$ cat src/sv/sle_pkg.sv
package sle_pkg;

    localparam int DATA_W = 32;
    localparam int OP_W   = 2;
    localparam int POS_W  = 5;
    localparam int CNT_W  = 5;
    localparam int ST_W   = 2;

    typedef enum logic [OP_W-1:0] {
        OP_INSERT  = 2'd0,
        OP_DEL_MAX = 2'd1,
        OP_DEL_MIN = 2'd2,
        OP_READ    = 2'd3
    } op_t;

    localparam logic [ST_W-1:0] ST_OK     = 2'd0;
    localparam logic [ST_W-1:0] ST_EMPTY  = 2'd1;
    localparam logic [ST_W-1:0] ST_FULL   = 2'd2;
    localparam logic [ST_W-1:0] ST_BADPOS = 2'd3;

    typedef struct packed {
        logic                     ins_en;
        logic                     pop_front;
        logic signed [DATA_W-1:0] ins_val;
    } cell_cmd_t;

endpackage

$ cat src/sv/sle_cell.sv
module sle_cell
    import sle_pkg::*;
(
    input  logic                     aclk,
    input  cell_cmd_t                cmd,
    input  logic                     occupied,
    input  logic                     prev_lt,
    input  logic signed [DATA_W-1:0] left_value,
    input  logic signed [DATA_W-1:0] right_value,
    output logic                     lt,
    output logic signed [DATA_W-1:0] value
);

    logic signed [DATA_W-1:0] value_reg;
    logic signed [DATA_W-1:0] value_next;

    assign lt    = occupied && (value_reg < cmd.ins_val);
    assign value = value_reg;

    always_comb begin
        value_next = value_reg;
        if (cmd.ins_en && !lt) begin
            value_next = prev_lt ? cmd.ins_val : left_value;
        end else if (cmd.pop_front) begin
            value_next = right_value;
        end
    end

    always_ff @(posedge aclk) begin
        value_reg <= value_next;
    end

endmodule

$ cat src/sv/sorted_list_engine_unit.sv
// Sorted list engine: keeps up to CAPACITY signed 32-bit values in ascending
// order in a row of cells, each cell holding one value and trading it with
// its neighbors when the row shifts.
// Request channel (s_valid/s_ready): s_opcode selects insert, delete largest,
// delete smallest or read at 1-based s_position; s_value is the insert value.
// Result channel (m_valid/m_ready): one result per request carrying m_status
// (ok, empty, full, bad position), m_result_value and m_entry_count, the
// number of stored values after the request.
// The result is registered and appears in the cycle after the request is accepted.
// Throughput: one request per cycle unless stalled; every cell compares and
// shifts in the same cycle; the result register frees once it is taken.
// Stall: while m_valid is high and m_ready is low the result holds and
// s_ready is low, so no request is lost.
// Reset: aresetn (synchronous, active low) empties the list and drops any
// pending result; cell contents are not cleared, only the count.
module sorted_list_engine_unit
    import sle_pkg::*;
#(
    parameter int CAPACITY = 16
) (
    input  logic                     aclk,
    input  logic                     aresetn,
    input  logic                     s_valid,
    output logic                     s_ready,
    input  logic [OP_W-1:0]          s_opcode,
    input  logic signed [DATA_W-1:0] s_value,
    input  logic [POS_W-1:0]         s_position,
    output logic                     m_valid,
    input  logic                     m_ready,
    output logic [ST_W-1:0]          m_status,
    output logic signed [DATA_W-1:0] m_result_value,
    output logic [CNT_W-1:0]         m_entry_count
);

    localparam int CW = $clog2(CAPACITY + 1);
    localparam int PW = (CW > POS_W) ? CW : POS_W;

    logic [CW-1:0]            count_reg;
    logic [CW-1:0]            count_next;
    logic                     m_valid_reg;
    logic [ST_W-1:0]          status_reg;
    logic [ST_W-1:0]          status_next;
    logic signed [DATA_W-1:0] result_reg;
    logic signed [DATA_W-1:0] result_next;
    logic [CNT_W-1:0]         ecount_reg;

    logic                     accept;
    logic                     empty;
    logic                     full;
    logic                     bad_pos;
    op_t                      op;
    logic [PW-1:0]            pos_w;
    logic [PW-1:0]            count_w;
    logic [PW-1:0]            sel_w;
    logic signed [DATA_W-1:0] sel_value;
    cell_cmd_t                cmd;

    logic                     cell_lt    [CAPACITY];
    logic signed [DATA_W-1:0] cell_value [CAPACITY];

    assign s_ready = !m_valid_reg || m_ready;
    assign accept  = s_valid && s_ready;
    assign op      = op_t'(s_opcode);
    assign empty   = (count_reg == '0);
    assign full    = (count_reg == CW'(CAPACITY));
    assign pos_w   = PW'(s_position);
    assign count_w = PW'(count_reg);
    assign bad_pos = (pos_w == '0) || (pos_w > count_w);
    assign sel_w   = (op == OP_READ) ? pos_w : count_w;

    always_comb begin
        sel_value = '0;
        for (int i = 0; i < CAPACITY; i++) begin
            if (PW'(i + 1) == sel_w) begin
                sel_value = sel_value | cell_value[i];
            end
        end
    end

    always_comb begin
        cmd.ins_en    = accept && (op == OP_INSERT) && !full;
        cmd.pop_front = accept && (op == OP_DEL_MIN) && !empty;
        cmd.ins_val   = s_value;
    end

    generate
        for (genvar g = 0; g < CAPACITY; g++) begin : g_cell
            logic                     prev_lt;
            logic signed [DATA_W-1:0] left_value;
            logic signed [DATA_W-1:0] right_value;

            if (g == 0) begin : g_first
                assign prev_lt    = 1'b1;
                assign left_value = s_value;
            end else begin : g_mid
                assign prev_lt    = cell_lt[g-1];
                assign left_value = cell_value[g-1];
            end

            if (g == CAPACITY - 1) begin : g_last
                assign right_value = cell_value[g];
            end else begin : g_inner
                assign right_value = cell_value[g+1];
            end

            sle_cell u_cell (
                .aclk        (aclk),
                .cmd         (cmd),
                .occupied    (CW'(g) < count_reg),
                .prev_lt     (prev_lt),
                .left_value  (left_value),
                .right_value (right_value),
                .lt          (cell_lt[g]),
                .value       (cell_value[g])
            );
        end
    endgenerate

    always_comb begin
        status_next = ST_OK;
        result_next = '0;
        count_next  = count_reg;
        unique case (op)
            OP_INSERT: begin
                if (full) begin
                    status_next = ST_FULL;
                end else begin
                    count_next = count_reg + 1'b1;
                end
            end
            OP_DEL_MAX: begin
                if (empty) begin
                    status_next = ST_EMPTY;
                end else begin
                    result_next = sel_value;
                    count_next  = count_reg - 1'b1;
                end
            end
            OP_DEL_MIN: begin
                if (empty) begin
                    status_next = ST_EMPTY;
                end else begin
                    result_next = cell_value[0];
                    count_next  = count_reg - 1'b1;
                end
            end
            OP_READ: begin
                if (empty) begin
                    status_next = ST_EMPTY;
                end else if (bad_pos) begin
                    status_next = ST_BADPOS;
                end else begin
                    result_next = sel_value;
                end
            end
            default: begin
                status_next = ST_OK;
            end
        endcase
    end

    always_ff @(posedge aclk) begin
        if (!aresetn) begin
            count_reg   <= '0;
            m_valid_reg <= 1'b0;
        end else begin
            if (accept) begin
                count_reg   <= count_next;
                m_valid_reg <= 1'b1;
            end else if (m_ready) begin
                m_valid_reg <= 1'b0;
            end
        end
    end

    always_ff @(posedge aclk) begin
        if (accept) begin
            status_reg <= status_next;
            result_reg <= result_next;
            ecount_reg <= CNT_W'(count_next);
        end
    end

    assign m_valid        = m_valid_reg;
    assign m_status       = status_reg;
    assign m_result_value = result_reg;
    assign m_entry_count  = ecount_reg;

endmodule

$ cat config.mk
export PLATFORM = sky130hd
export DESIGN_NAME = sorted_list_engine_unit
export DESIGN_NICKNAME = d
export VERILOG_FILES = /design/src/sv/sle_pkg.sv /design/src/sv/sle_cell.sv /design/src/sv/sorted_list_engine_unit.sv
export SDC_FILE = /design/constraint.sdc
export NUM_CORES = 2
export LEC_CHECK = 0
export BUFFER_PORTS_ARGS = -buffer_cell sky130_fd_sc_hd__buf_2
export CAP_MARGIN = 20
export CORE_ASPECT_RATIO = 1.25
export CORE_MARGIN = 3
export CORE_UTILIZATION = 55
export DETAILED_ROUTE_END_ITERATION = 8
export GPL_TIMING_DRIVEN = 0
export PLACE_DENSITY = 0.71
export SETUP_SLACK_MARGIN = 0.4
export SKIP_LAST_GASP = 1
export SYNTH_ARGS = -nofsm -noshare
export SYNTH_HDL_FRONTEND = slang
export SYNTH_SLANG_ARGS = --single-unit
$ cat constraint.sdc
create_clock -name aclk -period 7.7 [get_ports aclk]
set_clock_uncertainty 0.1 [all_clocks]
set_input_delay 0.77 -clock aclk [delete_from_list [all_inputs] [get_ports aclk]]
set_output_delay 0.77 -clock aclk [all_outputs]
set_load 0.005 [all_outputs]
* Word level (Yosys, flattened, before mapping)
Index checks and enable logic that the tools add are counted.
** Word-level totals
- Flip-flop bits (word level) :: 557
- Output and inout bits :: 41
** Operators by class
- $add $sub $neg :: 2
- Reductions and logical operators :: 78
- Bitwise gates (word level) :: 15
- Muxes and demuxes :: 77
- Eq/ne operators :: 20
- Magnitude comparators :: 33
** Operators by type and width (number)
- $mux 32 :: 65
- $lt 32x32->1 :: 16
- $or 32x32->32 :: 15
- $pmux 32 s3 :: 1
- $eq 4x5->1 const A :: 8
- $lt 4x5->1 const A :: 8
- $logic_and 1x1->1 :: 37
- $reduce_bool 2->1 :: 16
- $eq 3x5->1 const A :: 4
- $lt 3x5->1 const A :: 4
- $logic_not 1->1 :: 19
- $mux 5 :: 3
- $eq 2x5->1 const A :: 2
- $logic_not 5->1 :: 2
- $lt 1x5->1 const A :: 2
- $lt 2x5->1 const A :: 2
- $pmux 5 s2 :: 1
- $mux 2 :: 3
- $pmux 2 s3 :: 1
- $add 5x1->5 const B :: 1
- $eq 1x5->1 const A :: 1
- $eq 5x5->1 const A :: 1
- $eq 5x5->1 const B :: 1
- $gt 5x5->1 :: 1
- 7 further kinds :: 11

* Depth between registers and ports, before layout
- Depth in word-level cells :: 37
- Mapped depth :: 13
- Mapped depth without buffers :: 10

* Modules after synthesis
From an unflattened synthesis, not the netlist that was laid out.
** Second synthesis, totals
- Cell total of the unflattened synthesis :: 4928
- Area total of the unflattened synthesis :: 46718.6 um^2
** By module, submodules not included
- sle_cell :: times used 16, cells an instance 260, area each 2529.9 um^2, sequential area each 960.9 um^2
- sorted_list_engine_unit :: times used 1, cells an instance 768, area each 6239.7 um^2, sequential area each 1291.2 um^2

* Least setup slack after synthesis
Ideal clock, no wire load.
- Path kind :: input -> register
- Start point :: input s_value[17]
- End point :: register g_cell[5].u_cell.value_reg[0] (enable)
- Path buffers :: 2
- Arrival time :: 5.065 ns
- Stages on the path :: 10
- Library setup time :: 0.466 ns
- Required time :: 7.134 ns
- Path slack :: 2.070 ns
- Cells stage by stage :: inv_1 > ha_1 > a21o_1 > a221o_1 > a211oi_1 > or3_1 > o211ai_1 > buf_2 > buf_2 > o21ai_0
** On the way
- Word-level cells in the longest chain between the ends :: 5
** Ends and longest elaborated chain
- from (decl) :: RTL line sorted_list_engine_unit.sv:26 : input logic signed [DATA_W-1:0] s_value,
- $lt 32x32->1 :: RTL line sle_cell.sv:17 : assign lt = occupied && (value_reg < cmd.ins_val);
- $logic_and 1x1->1 :: RTL line sle_cell.sv:17
- $logic_not 1->1 :: RTL line sle_cell.sv:22 : if (cmd.ins_en && !lt) begin
- $logic_and 1x1->1 :: RTL line sle_cell.sv:22
- $reduce_bool 2->1 (no source line)
- to (signal assigned) :: RTL line sle_cell.sv:30 : value_reg <= value_next;
- to (decl) :: RTL line sle_cell.sv:14 : logic signed [DATA_W-1:0] value_reg;
No other way between the ends.
A chain may end at the register's enable or synchronous reset.

* Final worst setup path
- Start point :: input s_value[9]
- End point :: register g_cell[0].u_cell.value_reg[6] (enable)
** On the way
- Word-level cells in the longest chain between the ends :: 5
** Ends and longest elaborated chain (RTL line)
- $lt 32x32->1 :: sle_cell.sv:17
- $logic_and 1x1->1 :: sle_cell.sv:17
- $logic_not 1->1 :: sle_cell.sv:22
- $logic_and 1x1->1 :: sle_cell.sv:22
- $reduce_bool 2->1 (no source line)
- to (signal assigned) :: sle_cell.sv:30
- to (decl) :: sle_cell.sv:14
No other way between the ends.

==> impl_results.md <==
* Die X at 256 um
* Post-CTS Setup Bufs at 0
* Layout area overhead at 9.65%
* Clock input transition at the sequential cells of the worst setup and hold paths at 0.06 ns
* Initial core utilization at 0.559
* Maximum vdd ir drop at 0.204 mV
* Post-synthesis instance total at 4177
* Mean instance size in the synthesized netlist at 10.3 um2
* Vertical die dimension at 318 um
* Detailed-placement wirelength estimate at 156000 um
* Number of search-and-repair iterations in the first detailed-routing pass at 9
* Layout Cells excl Fill at 5438
* Cell types with the largest area share after synthesis: sky130_fd_sc_hd__edfxtp_1, sky130_fd_sc_hd__ha_1, sky130_fd_sc_hd__mux2i_1
* Net count, final at 4898
* Fillers at 6733
* Slew at the pin closest to its max-slew limit at 1.36 ns
* Netlist area before placement at 42900 um2
* Net Count, Synth at 4730
* Highest clock frequency the design can meet at 0.172 GHz
* Largest net degree at the start of global routing at 33
* Count of yosys warnings during synthesis at 0
* Flop2flop setup slack at 2.42 ns
* Post-synth top area cell: sky130_fd_sc_hd__edfxtp_1
* Finished Core Util at 0.613
* GRT Total Usage at 0.468
* IO Pins at 84
* Worst-path cell chain: buf_2, inv_1, ha_1, a2111oi_0, o21ai_1, a211oi_1, o22ai_1, or3_1, a31oi_4, buf_4, nand2b_2
* Critical-path maximum fanout at 32
* Max FFs per register at 512
* Number of global-route vias before repair at 37800
* Global-route wire length before repair at 273000 um
* Arrival time of the worst setup path at 5.97 ns
* Share of cells above drive strength 1 at 0.107
* Crit. End Element: flip-flop
* Critical path startpoint category: primary input
* Count of unresolved DRC violations after routing at 0
* Hold bufs inserted after CTS at 0
* Category of the most critical setup path: primary input to flip-flop
* Initial drt markers at 5206
* Setup crit end: g_cell[0].u_cell.value[6]$_DFFE_PP_
* Latest clock arrival within the worst-skew pair at 0.65 ns
* Number of port buffers at 83
* Final weighted congestion of routability-driven global placement at 1.02
* Remaining antenna violation count after routing at 0
* Count of flip-flops with a built-in enable after synthesis at 551
* Cell count after placement at 5308
* Avg WL per Cell at 36.0 um
* Capturing point of the worst reg2reg path: m_result_value[1]$_DFFE_PP_
* Largest stage delay on the critical path at 0.88 ns
* Slowest library cell on the worst path: sky130_fd_sc_hd__a2111oi_0
* Count of different cell masters after synthesis at 83
* Vias post-DR at 39100
* Maximum buffer depth of the clock tree at 3
* Number of max-cap violations at 0
* Synth Register Bits at 557
* Sequential area share after synthesis at 0.389
* Number of core rows at 113
* Worst Slack Setup Final at 1.89 ns
* Clock tree root driver cell: sky130_fd_sc_hd__clkbuf_16
* Total negative setup slack at 0 ns
* Type of the tightest min-delay check: primary input to flip-flop
* Normalized max-slew margin at 0.0948
* Leftover overflow at the end of global routing at 0
* TritonCTS sink count at 557
* Core area at 76600 um2
* PwrDens at 198 nW/um2
* Unrepaired setup endpoints after global routing: no
* P_leak at 19.3 nW
* Worst flop-to-flop path startpoint: count_reg[0]$_SDFFE_PN0P_
* Final Hold Viols at 0
* Number of antenna violations at the first check in global routing at 3
* Overall routed net length at 196000 um
* Share of the clock period used by the worst path after layout at 0.754
* Run status: complete, no violations
* Htree depth at 3
* Final setup viols at 0
* Area taken by flip-flops and latches at 16700 um2
* Multi-input gate area in the final layout at 24800 um2
* Synth top area share at 0.386
* Worst R2R Path Depth at 10
* Placed instance area at 44900 um2
* Pre-CTS worst setup slack at 1.42 ns
* Via density per instance at 7.19
* Top FF cell, synth: sky130_fd_sc_hd__edfxtp_1
* Number of buffers added by the clock tree synthesis step at 67
* Area of the die at 81300 um2
* Critical Path Start: s_value[9]
* TritonCTS clock tree: built
* Slew Viols, Final at 0
* Synth async-reset ratio at 0
* CTS resizes at 0
* Crit path required time at 7.86 ns
* Final design area excluding fillers at 47000 um2
* Final critical path time including I/O delays and setup at 5.81 ns
-- logic make-up (layout without fill, tap and decap cells) --
logic type | after synthesis | count (layout) | share of synthesized area
compound gates | 1343 | 1343 | 0.196
fa+ha+maj | 510 | 510 | 0.149
mux | 544 | 544 | 0.137
flops | 557 | 557 | 0.389
buf+inv | 322 | 542 | 0.0351
simple gates | 900 | 900 | 0.0939
xor+xnor | 1 | 1 | 0.000204
other cells | 0 | 6 | 0
-- layer usage --
layer | global-route usage | up-vias | wire length, um
li1 | - | 16600 | -
met1 | 0.517 | 18800 | 66300
met3 | 0.0844 | 957 | 16500
met2 | 0.739 | 2758 | 87100
met4 | 0.488 | 0 | 25900
met5 | 0 | - | 0
-- placed cells by master (no fill, tap or decap), types with 14 or more instances in the layout --
| cell type | count |
|---|---|
| sky130_fd_sc_hd__a22oi_1 | 140 |
| sky130_fd_sc_hd__nand4_1 | 65 |
| sky130_fd_sc_hd__ha_1 | 510 |
| sky130_fd_sc_hd__nand3_1 | 98 |
| sky130_fd_sc_hd__mux2i_1 | 395 |
| sky130_fd_sc_hd__a21oi_1 | 634 |
| sky130_fd_sc_hd__a31oi_1 | 40 |
| sky130_fd_sc_hd__buf_4 | 25 |
| sky130_fd_sc_hd__nor2b_1 | 20 |
| sky130_fd_sc_hd__clkinv_1 | 15 |
| sky130_fd_sc_hd__o211ai_1 | 20 |
| sky130_fd_sc_hd__inv_1 | 52 |
| sky130_fd_sc_hd__o21bai_1 | 28 |
| sky130_fd_sc_hd__buf_6 | 14 |
| sky130_fd_sc_hd__nor2_1 | 371 |
| sky130_fd_sc_hd__o21ai_0 | 106 |
| sky130_fd_sc_hd__buf_2 | 166 |
| sky130_fd_sc_hd__clkbuf_16 | 67 |
| sky130_fd_sc_hd__nand2_1 | 236 |
| sky130_fd_sc_hd__a22o_1 | 59 |
| sky130_fd_sc_hd__edfxtp_1 | 551 |
| sky130_fd_sc_hd__a211oi_1 | 29 |
| sky130_fd_sc_hd__nor3_1 | 26 |
| sky130_fd_sc_hd__clkbuf_1 | 166 |
| sky130_fd_sc_hd__mux2_1 | 57 |
| sky130_fd_sc_hd__a21o_1 | 40 |
| sky130_fd_sc_hd__a21oi_2 | 32 |
| sky130_fd_sc_hd__mux2_4 | 59 |
| sky130_fd_sc_hd__o21ai_1 | 52 |
| sky130_fd_sc_hd__mux2_2 | 30 |
| sky130_fd_sc_hd__a221oi_1 | 67 |
-- cells in the mapped netlist (all sizes together), types with 4 or more instances --
library cell	instances
a21oi	668
edfxtp	551
ha	510
mux2i	398
nor2	373
nand2	237
o21ai	163
clkbuf	148
mux2	146
a22oi	140
buf	119
nand3	99
a221oi	67
nand4	65
a22o	59
inv	54
a31oi	42
a21o	41
a211oi	33
o21bai	28
nor3	26
nand2b	20
nor2b	20
o211ai	20
a2111oi	14
nor4	13
nor3b	12
o21a	12
and2	10
o31ai	10
a211o	8
a21boi	6
dfxtp	6
or3	6
o22ai	5
or2	4
-- stage by stage --
step | hold WS [ns] | power, mW
final | 0.287 | 9.29
after global routing | 0.304 | 9.55
after CTS | 0.274 | 9.17
after detailed placement | 0.439 | 6.10
after global placement | 0.415 | 6.03
after floorplan | 0.445 | 5.25
-- worst min-delay path by stage --
stage / startpoint / end / slack, ns / depth (start not counted)
after floorplan: m_valid$_SDFFE_PN0P_ / m_valid$_SDFFE_PN0P_ / 0.44 / 2
after global placement: m_valid$_SDFFE_PN0P_ / m_valid$_SDFFE_PN0P_ / 0.41 / 2
after detailed placement: m_valid$_SDFFE_PN0P_ / m_valid$_SDFFE_PN0P_ / 0.44 / 2
after CTS: s_valid / m_valid$_SDFFE_PN0P_ / 0.27 / 3
after global routing: s_valid / m_valid$_SDFFE_PN0P_ / 0.30 / 3
final: s_valid / m_valid$_SDFFE_PN0P_ / 0.29 / 3
-- layout make-up --
class                           count  share of cell area
Multi-Input combinational cell   3298               0.527
Sequential cell                   557               0.355
Clock buffer                       89              0.0379
Buffer                            267              0.0277
Tap cell                         1035              0.0276
Timing Repair Buffer               99              0.0151
Clock inverter                     32             0.00524
Inverter                           55             0.00439
Antenna cell                        6            0.000319
-- worst max-delay path, delay by kind of cell --
kind	cells	cell delay, ns
AO/OA/AOI/OAI	5	2.29
buffers and inverters	3	1.21
adder cells (fa/ha/maj)	1	0.38
AND/OR/NAND/NOR	2	1.24
-- where the power goes --
part	leakage (nW)	switching, mW	total, mW	internal [mW]
clock network	0.987	1.41	3.15	1.73
logic	13.1	1.40	2.21	0.809
registers	5.15	0.329	3.94	3.61
total	19.3	3.14	9.29	6.15
Power figures use the tool's default switching activity.
